--- src/hw/rtl/stream_find_replace_core_assert.svh ---
// Assertion macros for the find-and-replace core RTL.
`ifndef STREAM_FIND_REPLACE_CORE_ASSERT_SVH
`define STREAM_FIND_REPLACE_CORE_ASSERT_SVH

// Same-cycle implication, checked on i_clk outside reset.
`define SFR_ASSERT_NOW(label, ante, cons, msg) \
    label: assert property (@(posedge i_clk) disable iff (!i_rst_n) (ante) |-> (cons)) \
        else $error(msg);

// Next-cycle implication, checked on i_clk outside reset.
`define SFR_ASSERT_NEXT(label, ante, cons, msg) \
    label: assert property (@(posedge i_clk) disable iff (!i_rst_n) (ante) |=> (cons)) \
        else $error(msg);

`endif

--- src/hw/rtl/sfr_pkg.sv ---
// Types, constants and helpers for the stream find-and-replace core.
package sfr_pkg;

    localparam int MAX_PATTERN_DEF    = 8;
    localparam int MAX_SUBSTITUTE_DEF = 8;
    localparam int LEN_W              = 4;
    localparam int CFG_W              = 64;
    localparam int CFG_IDX_W          = 3;
    localparam int WIN_IDX_W          = 3;

    localparam logic [CFG_IDX_W-1:0] CFG_PATTERN_BYTES     = 3'd0;
    localparam logic [CFG_IDX_W-1:0] CFG_PATTERN_LENGTH    = 3'd1;
    localparam logic [CFG_IDX_W-1:0] CFG_SUBSTITUTE_BYTES  = 3'd2;
    localparam logic [CFG_IDX_W-1:0] CFG_SUBSTITUTE_LENGTH = 3'd3;
    localparam logic [CFG_IDX_W-1:0] CFG_REPLACE_ALL       = 3'd4;

    typedef struct packed {
        logic [7:0] in_byte;
        logic       in_last;
    } t_in;

    typedef struct packed {
        logic [7:0] out_byte;
        logic       out_valid;
        logic       out_last;
    } t_out;

    typedef struct packed {
        logic                 wr_en;
        logic [WIN_IDX_W-1:0] wr_idx;
        logic                 shift;
        logic [WIN_IDX_W-1:0] rd_idx;
    } t_win_ctrl;

    function automatic logic [LEN_W-1:0] clamp_len(
        input logic [LEN_W-1:0] v,
        input logic [LEN_W-1:0] lo,
        input logic [LEN_W-1:0] hi
    );
        logic [LEN_W-1:0] r;
        if (v < lo) begin
            r = lo;
        end else if (v > hi) begin
            r = hi;
        end else begin
            r = v;
        end
        return r;
    endfunction

endpackage

--- src/hw/rtl/sfr_window.sv ---
// Match window: byte shift line with one write port and one read port.
module sfr_window #(
    parameter int DEPTH = sfr_pkg::MAX_PATTERN_DEF
) (
    input  logic                  i_clk,
    input  sfr_pkg::t_win_ctrl    i_ctrl,
    input  logic [7:0]            i_wr_byte,
    output logic [7:0]            o_rd_byte
);

    localparam int IDX_W = (DEPTH > 1) ? $clog2(DEPTH) : 1;

    logic [7:0] r_win [DEPTH];

    always_ff @(posedge i_clk) begin
        if (i_ctrl.wr_en) begin
            r_win[i_ctrl.wr_idx[IDX_W-1:0]] <= i_wr_byte;
        end else if (i_ctrl.shift) begin
            // drop the oldest byte
            for (int j = 0; j < DEPTH - 1; j++) begin
                r_win[j] <= r_win[j+1];
            end
        end
    end

    assign o_rd_byte = r_win[i_ctrl.rd_idx[IDX_W-1:0]];

endmodule

--- src/hw/rtl/stream_find_replace_core.sv ---
// Stream find-and-replace core: byte window, shared byte comparator, emit sequencer.
// A byte that neither fills the window nor ends the string is taken with no result;
// a last byte that leaves the window unfilled starts a flush of the buffered bytes.
// A byte that fills the window starts a compare over L bytes (L = pattern length, one byte
// per cycle through the shared comparator), then the result bytes are emitted.
// Input stalls outside the idle state, so no new byte is taken until those results are out.
// Reset (synchronous, active low): control and config registers reset, window empties.
module stream_find_replace_core #(
    parameter int MAX_PATTERN    = sfr_pkg::MAX_PATTERN_DEF,
    parameter int MAX_SUBSTITUTE = sfr_pkg::MAX_SUBSTITUTE_DEF
) (
    input  logic                           i_clk,
    input  logic                           i_rst_n,
    input  logic                           i_in_valid,
    output logic                           o_in_stall,
    input  sfr_pkg::t_in                   i_in_data,
    output logic                           o_out_valid,
    input  logic                           i_out_stall,
    output sfr_pkg::t_out                  o_out_data,
    input  logic                           i_cfg_we,
    input  logic [sfr_pkg::CFG_IDX_W-1:0]  i_cfg_idx,
    input  logic [sfr_pkg::CFG_W-1:0]      i_cfg_data
);

    `include "stream_find_replace_core_assert.svh"

    localparam int LEN_W     = sfr_pkg::LEN_W;
    localparam int WIN_DEPTH = (MAX_PATTERN < 8) ? MAX_PATTERN : 8;
    localparam int SUB_DEPTH = (MAX_SUBSTITUTE < 8) ? MAX_SUBSTITUTE : 8;
    localparam int CNT_DEPTH = (WIN_DEPTH > SUB_DEPTH) ? WIN_DEPTH : SUB_DEPTH;
    localparam int CNT_W     = (CNT_DEPTH > 1) ? $clog2(CNT_DEPTH) : 1;
    localparam int FILL_W    = $clog2(WIN_DEPTH + 1);

    localparam logic [LEN_W-1:0] PAT_HI = LEN_W'(WIN_DEPTH);
    localparam logic [LEN_W-1:0] SUB_HI = LEN_W'(SUB_DEPTH);

    localparam logic [2:0] ST_IDLE  = 3'd0;
    localparam logic [2:0] ST_CMP   = 3'd1;
    localparam logic [2:0] ST_SUB   = 3'd2;
    localparam logic [2:0] ST_EMIT  = 3'd3;
    localparam logic [2:0] ST_FLUSH = 3'd4;

    // configuration registers
    logic [63:0]      r_pat_bytes;
    logic [LEN_W-1:0] r_pat_len;
    logic [63:0]      r_sub_bytes;
    logic [LEN_W-1:0] r_sub_len;
    logic             r_rep_all;

    // sequencer state
    logic [2:0]        r_state, n_state;
    logic [CNT_W-1:0]  r_idx, n_idx;
    logic [FILL_W-1:0] r_fill, n_fill;
    logic [LEN_W-1:0]  r_act_len, n_act_len;
    logic              r_hit, n_hit;
    logic              r_done, n_done;
    logic              r_last, n_last;

    logic          r_out_valid;
    sfr_pkg::t_out r_out_data;

    sfr_pkg::t_win_ctrl win_ctrl;
    logic [7:0]         rd_byte;
    logic [7:0]         cmp_ref;
    logic               cmp_eq;
    logic               in_acc;
    logic               can_push;
    logic               push;
    sfr_pkg::t_out      push_data;
    logic [LEN_W-1:0]   pat_len_c;
    logic [LEN_W-1:0]   sub_len_c;
    logic [LEN_W-1:0]   len_now;
    logic [LEN_W-1:0]   idx_next;
    logic [LEN_W-1:0]   fill_len;

    sfr_window #(
        .DEPTH (WIN_DEPTH)
    ) u_window (
        .i_clk     (i_clk),
        .i_ctrl    (win_ctrl),
        .i_wr_byte (i_in_data.in_byte),
        .o_rd_byte (rd_byte)
    );

    assign o_in_stall  = (r_state != ST_IDLE);
    assign in_acc      = i_in_valid && !o_in_stall;
    assign can_push    = !r_out_valid || !i_out_stall;
    assign o_out_valid = r_out_valid;
    assign o_out_data  = r_out_data;

    assign pat_len_c = sfr_pkg::clamp_len(r_pat_len, LEN_W'(1), PAT_HI);
    assign sub_len_c = sfr_pkg::clamp_len(r_sub_len, LEN_W'(0), SUB_HI);
    assign len_now   = (r_fill == '0) ? pat_len_c : r_act_len;
    assign idx_next  = LEN_W'(r_idx) + LEN_W'(1);
    assign fill_len  = LEN_W'(r_fill);

    // shared byte comparator, stepped across the window
    assign cmp_ref = r_pat_bytes[8*r_idx +: 8];
    assign cmp_eq  = (rd_byte == cmp_ref);

    always_comb begin
        n_state   = r_state;
        n_idx     = r_idx;
        n_fill    = r_fill;
        n_act_len = r_act_len;
        n_hit     = r_hit;
        n_done    = r_done;
        n_last    = r_last;
        win_ctrl  = '0;
        push      = 1'b0;
        push_data = '0;
        unique case (r_state)
            ST_IDLE: begin
                win_ctrl.wr_idx = sfr_pkg::WIN_IDX_W'(r_fill);
                if (in_acc) begin
                    win_ctrl.wr_en = 1'b1;
                    n_last    = i_in_data.in_last;
                    n_act_len = len_now;
                    n_fill    = FILL_W'(r_fill + 1'b1);
                    n_hit     = r_rep_all || !r_done;
                    n_idx     = '0;
                    if (fill_len + LEN_W'(1) == len_now) begin
                        n_state = ST_CMP;
                    end else if (i_in_data.in_last) begin
                        n_state = ST_FLUSH;
                    end
                end
            end
            ST_CMP: begin
                win_ctrl.rd_idx = sfr_pkg::WIN_IDX_W'(r_idx);
                if (idx_next == r_act_len) begin
                    n_idx = '0;
                    if (r_hit && cmp_eq) begin
                        n_fill = '0;
                        n_done = 1'b1;
                        if (sub_len_c != '0) begin
                            n_state = ST_SUB;
                        end else if (r_last) begin
                            n_state = ST_FLUSH;
                        end else begin
                            n_state = ST_IDLE;
                        end
                    end else if (r_last) begin
                        // flushing the full window covers the oldest byte too
                        n_state = ST_FLUSH;
                    end else begin
                        n_state = ST_EMIT;
                    end
                end else begin
                    n_hit = r_hit && cmp_eq;
                    n_idx = CNT_W'(r_idx + 1'b1);
                end
            end
            ST_SUB: begin
                if (can_push) begin
                    push                = 1'b1;
                    push_data.out_byte  = r_sub_bytes[8*r_idx +: 8];
                    push_data.out_valid = 1'b1;
                    push_data.out_last  = r_last && (idx_next == sub_len_c);
                    if (idx_next == sub_len_c) begin
                        n_idx   = '0;
                        n_state = ST_IDLE;
                        if (r_last) begin
                            n_done = 1'b0;
                        end
                    end else begin
                        n_idx = CNT_W'(r_idx + 1'b1);
                    end
                end
            end
            ST_EMIT: begin
                if (can_push) begin
                    push                = 1'b1;
                    push_data.out_byte  = rd_byte;
                    push_data.out_valid = 1'b1;
                    win_ctrl.shift      = 1'b1;
                    n_fill              = FILL_W'(r_fill - 1'b1);
                    n_state             = ST_IDLE;
                end
            end
            ST_FLUSH: begin
                win_ctrl.rd_idx = sfr_pkg::WIN_IDX_W'(r_idx);
                if (can_push) begin
                    push = 1'b1;
                    if (r_fill == '0) begin
                        // nothing left: send the empty end marker
                        push_data.out_last = 1'b1;
                        n_done             = 1'b0;
                        n_state            = ST_IDLE;
                    end else begin
                        push_data.out_byte  = rd_byte;
                        push_data.out_valid = 1'b1;
                        push_data.out_last  = (idx_next == fill_len);
                        if (idx_next == fill_len) begin
                            n_idx   = '0;
                            n_fill  = '0;
                            n_done  = 1'b0;
                            n_state = ST_IDLE;
                        end else begin
                            n_idx = CNT_W'(r_idx + 1'b1);
                        end
                    end
                end
            end
            default: begin
                n_state = ST_IDLE;
            end
        endcase
    end

    always_ff @(posedge i_clk) begin
        if (!i_rst_n) begin
            r_pat_bytes <= '0;
            r_pat_len   <= LEN_W'(1);
            r_sub_bytes <= '0;
            r_sub_len   <= '0;
            r_rep_all   <= 1'b1;
        end else if (i_cfg_we) begin
            unique case (i_cfg_idx)
                sfr_pkg::CFG_PATTERN_BYTES:     r_pat_bytes <= i_cfg_data;
                sfr_pkg::CFG_PATTERN_LENGTH:    r_pat_len   <= i_cfg_data[LEN_W-1:0];
                sfr_pkg::CFG_SUBSTITUTE_BYTES:  r_sub_bytes <= i_cfg_data;
                sfr_pkg::CFG_SUBSTITUTE_LENGTH: r_sub_len   <= i_cfg_data[LEN_W-1:0];
                sfr_pkg::CFG_REPLACE_ALL:       r_rep_all   <= i_cfg_data[0];
                default: begin
                end
            endcase
        end
    end

    always_ff @(posedge i_clk) begin
        if (!i_rst_n) begin
            r_state   <= ST_IDLE;
            r_idx     <= '0;
            r_fill    <= '0;
            r_act_len <= LEN_W'(1);
            r_hit     <= 1'b0;
            r_done    <= 1'b0;
            r_last    <= 1'b0;
        end else begin
            r_state   <= n_state;
            r_idx     <= n_idx;
            r_fill    <= n_fill;
            r_act_len <= n_act_len;
            r_hit     <= n_hit;
            r_done    <= n_done;
            r_last    <= n_last;
        end
    end

    always_ff @(posedge i_clk) begin
        if (!i_rst_n) begin
            r_out_valid <= 1'b0;
        end else if (can_push) begin
            r_out_valid <= push;
        end
    end

    always_ff @(posedge i_clk) begin
        if (push) begin
            r_out_data <= push_data;
        end
    end

    `SFR_ASSERT_NOW(a_fill_below_len, (r_state == ST_IDLE) && (r_fill != '0), fill_len < r_act_len, "window fill reached active length while idle")
    `SFR_ASSERT_NOW(a_cmp_idx_range, r_state == ST_CMP, idx_next <= r_act_len, "compare index ran past pattern length")
    `SFR_ASSERT_NOW(a_marker_is_last, r_out_valid && !r_out_data.out_valid, r_out_data.out_last, "empty result without end mark")
    `SFR_ASSERT_NEXT(a_full_goes_cmp, in_acc && (fill_len + LEN_W'(1) == len_now), r_state == ST_CMP, "full window did not start a compare")

endmodule
--- config.mk ---
export PLATFORM = sky130hd
export DESIGN_NAME = stream_find_replace_core
export DESIGN_NICKNAME = d
export VERILOG_FILES = /design/src/hw/rtl/sfr_pkg.sv /design/src/hw/rtl/sfr_window.sv /design/src/hw/rtl/stream_find_replace_core.sv
export VERILOG_INCLUDE_DIRS = /design/src /design/src/hw/rtl
export SDC_FILE = /design/constraint.sdc
export NUM_CORES = 1
export LEC_CHECK = 0
export ABC_CLOCK_PERIOD_IN_PS = 3800
export BUFFER_PORTS_ARGS = -buffer_cell sky130_fd_sc_hd__buf_2
export CAP_MARGIN = 40
export CORE_UTILIZATION = 45
export CTS_CLUSTER_SIZE = 10
export DETAILED_ROUTE_END_ITERATION = 8
export PLACE_DENSITY = 0.71
export SYNTH_ARGS = -nofsm -noshare
export SYNTH_HDL_FRONTEND = slang
export SYNTH_SLANG_ARGS = --single-unit
--- constraint.sdc ---
create_clock -name i_clk -period 3.8 [get_ports i_clk]
set_clock_uncertainty 0.1 [all_clocks]
set_input_delay 0.76 -clock i_clk [delete_from_list [all_inputs] [get_ports i_clk]]
set_output_delay 0.76 -clock i_clk [all_outputs]
set_load 0.05 [all_outputs]
==> results.yml, run 1 <==
cts:
  cts.clk_slew.worst_paths_ns: 0.06
  clockBufferDepth: 3
  cts_made_buffers: 28
  cts.htree.levels: 1
  cts-root-buf: "clkbuf_16"
  cts_hold_buffers: 0
  cts_setup_buffers: 0
  worstSkewPairLatency_ns: 0.55
  ctsResizeCount: 0
  cts_sinks: 229
  cts_tree: "yes"
power:
  power.leakage_uw: 0.004684
  power_density_nw_per_um2: 546.1
  ir_worst_vdd_mv: 0.4249
  power.total_uw: 6882
floorplan:
  dieArea_um2: 25340
  die_h_um: 159.2
  rows: 57
  start_util_pct: 45.85
  core_area_um2: 24250
  ios: 93
  die_x_um: 159.2
setup_path:
  cp_cell_sequence: "xor2_2, and3_1, mux2i_1, a32o_2, xnor2_2, and3_1, a31oi_4, a31o_1"
  cp-startpoint: "r_state[0]"
  worstSetupPathType: "flip-flop to flip-flop"
  cp_common_cell: "and3_1"
  reg2reg_depth: 8
  critical_path_required_ns: 4.14
  reg2reg_from: "r_state[0]"
  end_kind: "flip-flop"
  arrival_ns: 3.45
  slowest_stage: "dfxtp_1"
  crit_fanout: 12
  cp-start-kind: "flip-flop"
  cpPeakStageDelay_ns: 0.64
sta:
  setup_tns_ns: 0
  tightest_slew_ns: 0.7109
  period_share_pct: 81.99
  layout_setup_ws_ns: 0.6845
  fmax_ghz: 0.3210
  drv_slew: 0
  finalSetupViolations: 0
  rsz0062_at_grt: "no"
  maxSlewHeadroom_pct: 52.61
  period_needed_ns: 3.115
  hold_viol: 0
cells_and_area:
  final_nets: 1294
  syn2layout_area_growth_pct: 13.34
  mostFrequentLayoutCell: "nand2_1"
  final_cell_mix: "nand2_1, dfxtp_1, a21oi_1"
  drive_above_1_share_pct: 18.04
  n_antenna_cell: 0
yosys:
  netlist-cell-type-count: 89
  ys_ff_latch: 229
  synthArstFlopShare_pct: 0
  yosys_warnings: 0
  avgSynthCellArea_um2: 9.668
  syn-num-nets: 1234
  dominantRegCellSynth: "dfxtp_1"
  synth_edf_count: 74
  synth_cells: 1150
  syn_area_um2: 11120
  yosysSeqAreaShare_pct: 47.90
worst_hold_path:
  min_from: "r_sub_bytes[44]"
  worstHoldPathCells: 2
  min_path_type: "flip-flop to flip-flop"
detailed_routing:
  via_per_inst: 5.739
  routedWlPerCell_um: 19.06
  vias: 8889
  drcViolationCount: 0
  drt_first_pass_iters: 5
  drt_iter0_markers: 935
  drt-total-wl_mm: 29.53
  ant_nets: 0
global_route:
  grt_util_all_layers_pct: 23.13
  overflow: 0
  grt_pass1_wl_mm: 46.78
  grt_max_degree: 65
  antenna_found_initial: 0
  grt_pass1_vias: 8572
placed_design:
  dpl_worst_slack_ns: 0.7380
  place_congestion: 0.9148
  hpwl_mm: 20.58
  numPortBuffers: 92
run_status:
  outcome: "finished, final reports clean"
flow_run:
  maxCapViolations: 0
flip-flops by register name (all words and copies together) (netlist names), 3 cells and up:
| name | count |
|---|---|
| r_act_len | 4 |
| r_pat_bytes | 64 |
| r_sub_len | 4 |
| o_out_data | 10 |
| r_state | 3 |
| fill_len | 4 |
| r_pat_len | 4 |
| r_idx | 3 |
| r_sub_bytes | 64 |
| u_window.r_win | 64 |
kinds of logic (layout without fill, tap and decap cells):
| logic type | count (synthesis) | in the layout | synth area share, % |
|---|---|---|---|
| adders and majority gates | 3 | 3 | 0.3376 |
| DFF | 229 | 229 | 47.90 |
| muxes | 86 | 86 | 11.99 |
| buffers and inverters | 99 | 174 | 4.569 |
| and+or+nand+nor | 419 | 419 | 16.27 |
| xor gates and xnor gates | 20 | 20 | 1.947 |
| AOI/OAI and AO/OA | 294 | 294 | 16.99 |
metrics by stage:
step | instances | hold slack [ns] | utilization (%) | instance area, um^2
final | 1549 | 0.3528 | 51.97 | 12600
after floorplan | 1150 | 0.3315 | - | 11120
after global routing | 1549 | 0.3477 | 51.97 | 12600
after CTS | 1549 | 0.3419 | 51.97 | 12600
after global placement | 1502 | 0.3384 | 48.41 | 11740
after detailed placement | 1504 | 0.3449 | 48.56 | 11770
worst paths after layout:
check	slack [ns]	to
max	0.68	fill_len[0]
min	0.35	r_sub_bytes[44]
max reg2reg	0.68	fill_len[0]
min reg2reg	0.35	r_sub_bytes[44]
Yosys cell counts (4+ instances only):
cell type  count  area share (%)
nand2_1      300              10
dfxtp_1      155              28
a21oi_1      144             6.5
edfxtp_1      74              20
clkbuf_1      59             2.0
a21o_1        57             3.8
mux2i_1       48             4.3
nor2_1        42             1.4
mux4_2        31             6.3
o21ai_0       19            0.86
buf_6         11             1.1
xnor2_1       11            0.87
nand3_1       10            0.45
o22ai_1       10            0.56
and2_0         9            0.51
buf_1          8            0.27
inv_1          8            0.27
nor2b_1        8            0.45
a211oi_1       6            0.41
and3_1         6            0.34
nor3_1         6            0.27
and2_1         5            0.28
buf_2          5            0.23
mux4_1         5             1.2
o31ai_1        5            0.34
xor2_1         5            0.39
buf_4          4            0.27
nor4_1         4            0.23
o21ai_1        4            0.18
metal layers:
metal / global-route usage, % / routed length [um] / vias to the layer above
li1: - / - / 4200
met1: 33.03 / 13360 / 4303
met2: 35.77 / 13400 / 331
met3: 4.220 / 2035 / 55
met4: 6.906 / 734 / 0
met5: 0 / 0 / -
final cells by class:
type,count,area (um^2)
Sequential cell,229,5329
Tap cell,324,405.4
Inverter,10,40.04
Multi-Input combinational cell,822,5304
Fill cell,2244,11650
Clock inverter,3,43.79
Clock buffer,42,783.3
Timing Repair Buffer,119,695.7
where the power goes:
| group | internal (uW) | switching, uW | total, uW |
|---|---|---|---|
| clock | 1410 | 995 | 2410 |
| combinational | 595 | 1030 | 1630 |
| sequential | 2700 | 142 | 2850 |
| total | 4710 | 2170 | 6880 |
critical path: cells and delay by family, from the launching register on:
family           cells  cell delay (ns)
AND/OR/NAND/NOR      2             0.78
AO/OA/AOI/OAI        3             0.72
flip-flops           1             0.64
XOR/XNOR             2             0.62
multiplexers         1             0.13
Power figures use the tool's default switching activity.
==> run 2, diff against run 1 <==
Settings changed: ABC_CLOCK_PERIOD_IN_PS 3800 to 2900.
Clock period 3.8 ns to 2.9 ns, I/O delays scaled along.
==> run 2 against run 1 <==
Net effect: die area stayed put; count of clock-buffer cells in the layout is 1 higher; worst setup slack worse by 0.54 ns; critical endpoint unchanged; via count is 0.74% higher; sequential share of layout area is 0.83 points lower; sequential cell count stayed put; fmax is 13% higher; sequential power is 29% higher; highest routed layer unchanged; final area is 2.0% higher.
==> results.yml, run 2 (synthesized netlist as in run 1, its figures left out) <==
setup_path:
  cp-start-kind: "flip-flop"
  arrival_ns: 3.09
  crit_fanout: 16
  worstSetupPathType: "flip-flop to flip-flop"
  end_kind: "flip-flop"
  reg2reg_depth: 7
  cpPeakStageDelay_ns: 0.54
  cp_cell_sequence: "buf_4, mux4_2, a211oi_2, xnor2_1, and3_1, a31oi_4, a31o_1"
  reg2reg_from: "r_idx[0]"
  critical_path_required_ns: 3.24
  r2r_end: "fill_len[0]"
  r2r_slack_ns: 0.15
  slowest_stage: "mux4_2"
detailed_routing:
  routedWlPerCell_um: 19.19
  drt_iter0_markers: 842
  vias: 8955
  drcViolationCount: 0
  ant_nets: 0
  drt_first_pass_iters: 5
  drt-total-wl_mm: 30.23
  via_per_inst: 5.686
sta:
  setup_tns_ns: 0
  finalSetupViolations: 0
  rsz0062_at_grt: "no"
  drv_slew: 0
  tightest_slew_ns: 0.6208
  period_needed_ns: 2.755
  period_share_pct: 94.99
  maxSlewHeadroom_pct: 58.23
  hold_viol: 0
  layout_setup_ws_ns: 0.1454
  fmax_ghz: 0.3630
placed_design:
  numPortBuffers: 92
  place_congestion: 0.9282
  dpl_worst_slack_ns: 0.1336
  hpwl_mm: 21.54
flow_run:
  maxCapViolations: 0
run_status:
  outcome: "finished, final reports clean"
cts:
  cts.clk_slew.worst_paths_ns: 0.06
  worstSkewPairLatency_ns: 0.55
  clockBufferDepth: 3
  cts-root-buf: "clkbuf_16"
  cts.htree.levels: 1
  cts_tree: "yes"
  cts_made_buffers: 27
  cts_sinks: 229
cells_and_area:
  drive_above_1_share_pct: 19.60
  top_regs: "r_pat_bytes: 64 flops, r_sub_bytes: 64 flops, u_window.r_win: 64 flops"
  fillCellCount: 2249
  syn2layout_area_growth_pct: 15.60
  mostFrequentLayoutCell: "nand2_1"
  final_cell_mix: "nand2_1, dfxtp_1, a21oi_1"
  final_nets: 1319
power:
  p_sw_share_pct: 31.43
  ir_worst_vdd_mv: 0.5449
  p_switching_uw: 2855
  seq_power_share_pct: 40.6
  comb_power_share_pct: 25.7
  power.total_uw: 9086
  power.leakage_uw: 0.004819
  p_int_uw: 6230
  power_density_nw_per_um2: 706.9
  pwr-share-clk_pct: 33.8
worst_hold_path:
  min_path_type: "input pin to flip-flop"
  whs_endpoint: "r_sub_bytes[50]"
  worstHoldPathCells: 3
  min_from: "i_cfg_data[50]"
global_route:
  grt_max_degree: 65
  grt_pass1_vias: 8658
  grt_pass1_wl_mm: 47.83
  overflow: 0
  grt_util_all_layers_pct: 23.79
  antenna_found_initial: 1
floorplan:
  rows: 57
  die_h_um: 159.2
  ios: 93
  die_x_um: 159.2
  core_area_um2: 24250
  start_util_pct: 45.85
  dieArea_um2: 25340
## run 2: stage by stage
stage | utilization, % | instances | hold slack, ns | area, um^2
floorplan | - | 1150 | 0.3315 | 11120
CTS | 52.98 | 1574 | 0.1691 | 12850
global route | 53.00 | 1575 | 0.1879 | 12850
finish | 53.00 | 1575 | 0.1834 | 12850
global placement | 49.74 | 1530 | 0.3399 | 12060
detailed placement | 49.74 | 1530 | 0.3450 | 12060
## run 2: worst max-delay path: cells and delay by family (launching register included)
| kind | cells | cell delay [ns] |
|---|---|---|
| and+or+nand+nor | 1 | 0.36 |
| muxes | 1 | 0.54 |
| xor gates and xnor gates | 1 | 0.18 |
| DFF | 1 | 0.46 |
| AOI/OAI and AO/OA | 3 | 0.72 |
| buffers and inverters | 1 | 0.27 |
## run 2: layout make-up
type	instances	area, um^2	area share (%)
antenna	1	2.502	0.01947
clock buffer	43	765.7	5.958
clock inverter	1	20.02	0.1558
inverter	10	40.04	0.3115
multi-input combinational	822	5306	41.29
sequential	229	5329	41.46
tap	324	405.4	3.154
timing repair buffer	145	983.4	7.652
## run 2: timing repair
action | CTS | global route
buffers inserted | 0 | 0
gates resized for setup | 0 | 2
endpoints found under the setup margin | 0 | 1
hold buffers | 0 | 0
## run 2: per-layer routing
layer	track usage, %	wire length (um)	up-vias
li1	-	-	4249
met1	33.90	13540	4320
met2	36.76	13650	327
met3	3.464	2024	59
met4	8.785	1020	0
met5	0	0	-
## run 2: worst max-delay path by stage
stage                       end  cells past startpoint        start
floorplan            r_state[0]                     10  fill_len[1]
global placement    fill_len[0]                      7     r_idx[0]
detailed placement  fill_len[0]                      7     r_idx[0]
CTS                 fill_len[0]                      7     r_idx[0]
global route        fill_len[0]                      7     r_idx[0]
finish              fill_len[0]                      7     r_idx[0]
## run 2: power by group through the flow
stage,Sequential (uW),Clock (uW),Combinational [uW]
after floorplan,3840,0,1500
final,3690,3070,2330
after CTS,3680,3120,2330
after detailed placement,3750,0,2310
after global placement,3740,0,2310
after global routing,3700,3230,2520
==> run 3, diff against run 2 <==
Settings changed: CTS_BUF_LIST from default to sky130_fd_sc_hd__clkbuf_16.
==> run 3 against run 2 <==
Net effect: cell count unchanged; first-iteration DRC count down 4.5%; sequential cell count did not move; highest routed layer unchanged; non-clock buffer count unchanged; worst setup slack better by 0.070 ns; final area is 0.22% lower.
==> results.yml, run 3 (synthesized netlist as in run 1, its figures left out) <==
detailed_routing:
  drt-total-wl_mm: 30.14
  vias: 8970
  drcViolationCount: 0
  ant_nets: 0
  routedWlPerCell_um: 19.14
  drt_first_pass_iters: 6
  drt_iter0_markers: 804
  routed.top_layer: "met4"
  dr_wl_met3_mm: 1.949
  wl_met1_mm: 13.66
  via_per_inst: 5.695
  dr_wl_met2_mm: 13.58
global_route:
  grt_pass1_wl_mm: 47.78
  grt_util_all_layers_pct: 23.78
  grt_pass1_vias: 8627
  antenna_found_initial: 1
  grt_max_degree: 65
  overflow: 0
sta:
  finalSetupViolations: 0
  drv_slew: 0
  period_share_pct: 92.56
  period_needed_ns: 2.684
  rsz0062_at_grt: "no"
  tightest_slew_ns: 0.6120
  setup_tns_ns: 0
  fmax_ghz: 0.3726
  hold_viol: 0
  maxSlewHeadroom_pct: 58.82
placed_design:
  hpwl_mm: 21.54
  numPortBuffers: 92
  post_dp_cell_area_um2: 12060
  place_congestion: 0.9282
floorplan:
  dieArea_um2: 25340
  ios: 93
  start_util_pct: 45.85
  die_x_um: 159.2
  core_area_um2: 24250
  die_h_um: 159.2
  rows: 57
setup_path:
  cp-startpoint: "r_idx[0]"
  r2r_slack_ns: 0.22
  critical_path.top_delay_family: "compound AO/OA/AOI/OAI gates"
  crit_fanout: 18
  cpPeakStageDelay_ns: 0.52
  r2r_end: "fill_len[0]"
  cp_num_buf_inv: 1
  worstSetupPathType: "flip-flop to flip-flop"
  slowest_stage: "mux4_2"
  reg2reg_depth: 8
  critical_path_required_ns: 3.24
  cp_cell_sequence: "buf_12, mux4_2, mux2i_1, or3_1, o2111a_1, o2111a_4, a31oi_4, a31o_1"
  cp-start-kind: "flip-flop"
  arrival_ns: 3.02
  end_kind: "flip-flop"
  reg2reg_from: "r_idx[0]"
  worst-path-stages: 8
worst_hold_path:
  min_path_type: "input pin to flip-flop"
  worstHoldPathCells: 3
  whs_endpoint: "r_sub_bytes[50]"
  min_from: "i_cfg_data[50]"
power:
  p_sw_share_pct: 31.86
  p_switching_uw: 2854
  comb_power_share_pct: 26.0
  seq_power_share_pct: 41.1
  ir_worst_vdd_mv: 0.5439
  p_int_uw: 6106
  power_density_nw_per_um2: 698.7
  pwr-share-clk_pct: 32.9
  power.leakage_uw: 0.004856
cts:
  cts_tree: "yes"
  cts_made_buffers: 27
  ctsResizeCount: 0
  cts_setup_buffers: 0
  cts_sinks: 229
  cts.htree.levels: 1
  cts_hold_buffers: 0
  cts.clk_slew.worst_paths_ns: 0.06
  cts-root-buf: "clkbuf_16"
  worstSkewPairLatency_ns: 0.55
  clockBufferDepth: 3
cells_and_area:
  final_cell_mix: "nand2_1, dfxtp_1, a21oi_1"
  top_regs: "r_pat_bytes: 64 flops, r_sub_bytes: 64 flops, u_window.r_win: 64 flops"
  mostFrequentLayoutCell: "nand2_1"
  final_nets: 1319
  regArea_um2: 5329
  fillCellCount: 2250
  multi_input_comb_area_um2: 5308
  syn2layout_area_growth_pct: 15.34
  design_area_um2: 12820
  drive_above_1_share_pct: 19.44
run_status:
  outcome: "finished, final reports clean"
flow_run:
  maxCapViolations: 0
## run 3: worst max path at each step
stage | slack [ns] | endpoint
global route | 0.09 | fill_len[0]
CTS | 0.13 | fill_len[0]
global placement | 0.16 | fill_len[0]
detailed placement | 0.13 | fill_len[0]
floorplan | 0.32 | r_state[0]
finish | 0.22 | fill_len[0]
## run 3: layer usage
layer  GRT usage (%)  up-vias
met2           36.84      337
met4           8.435        0
met1           34.02     4330
met3           3.360       50
met5               0        -
li1                -     4253
## run 3: metrics by stage
stage	hold WS (ns)	power [uW]	utilization, %	worst slack [ns]	std cells
2_1_floorplan	0.3315	5339	-	0.3233	1150
3_3_place_gp	0.3399	6056	49.74	0.1632	1530
3_5_place_dp	0.3450	6062	49.74	0.1336	1530
4_1_cts	0.1691	9006	52.86	0.1298	1574
5_1_grt	0.1880	9325	52.88	0.09121	1575
6_report	0.1865	8960	52.88	0.2158	1575
## run 3: layout make-up
class	instances	share of cell area (%)
sequential	229	41.56
tap	324	3.161
antenna	1	0.01951
inverter	10	0.3122
timing repair buffer	145	7.669
clock buffer	27	5.269
clock inverter	17	0.6245
multi-input combinational	822	41.39
## run 3: tightest hold or removal path: stages
cell,delay (ns)
buf_2,0.10
nand2_1,0.05
a21oi_1,0.05
## run 3: power groups by stage
| stage | registers, uW | logic [uW] | clock network (uW) |
|---|---|---|---|
| final | 3690 | 2330 | 2940 |
| after global routing | 3700 | 2520 | 3110 |
| after CTS | 3680 | 2330 | 3000 |
| after detailed placement | 3750 | 2310 | 0 |
| after global placement | 3740 | 2310 | 0 |
| after floorplan | 3840 | 1500 | 0 |
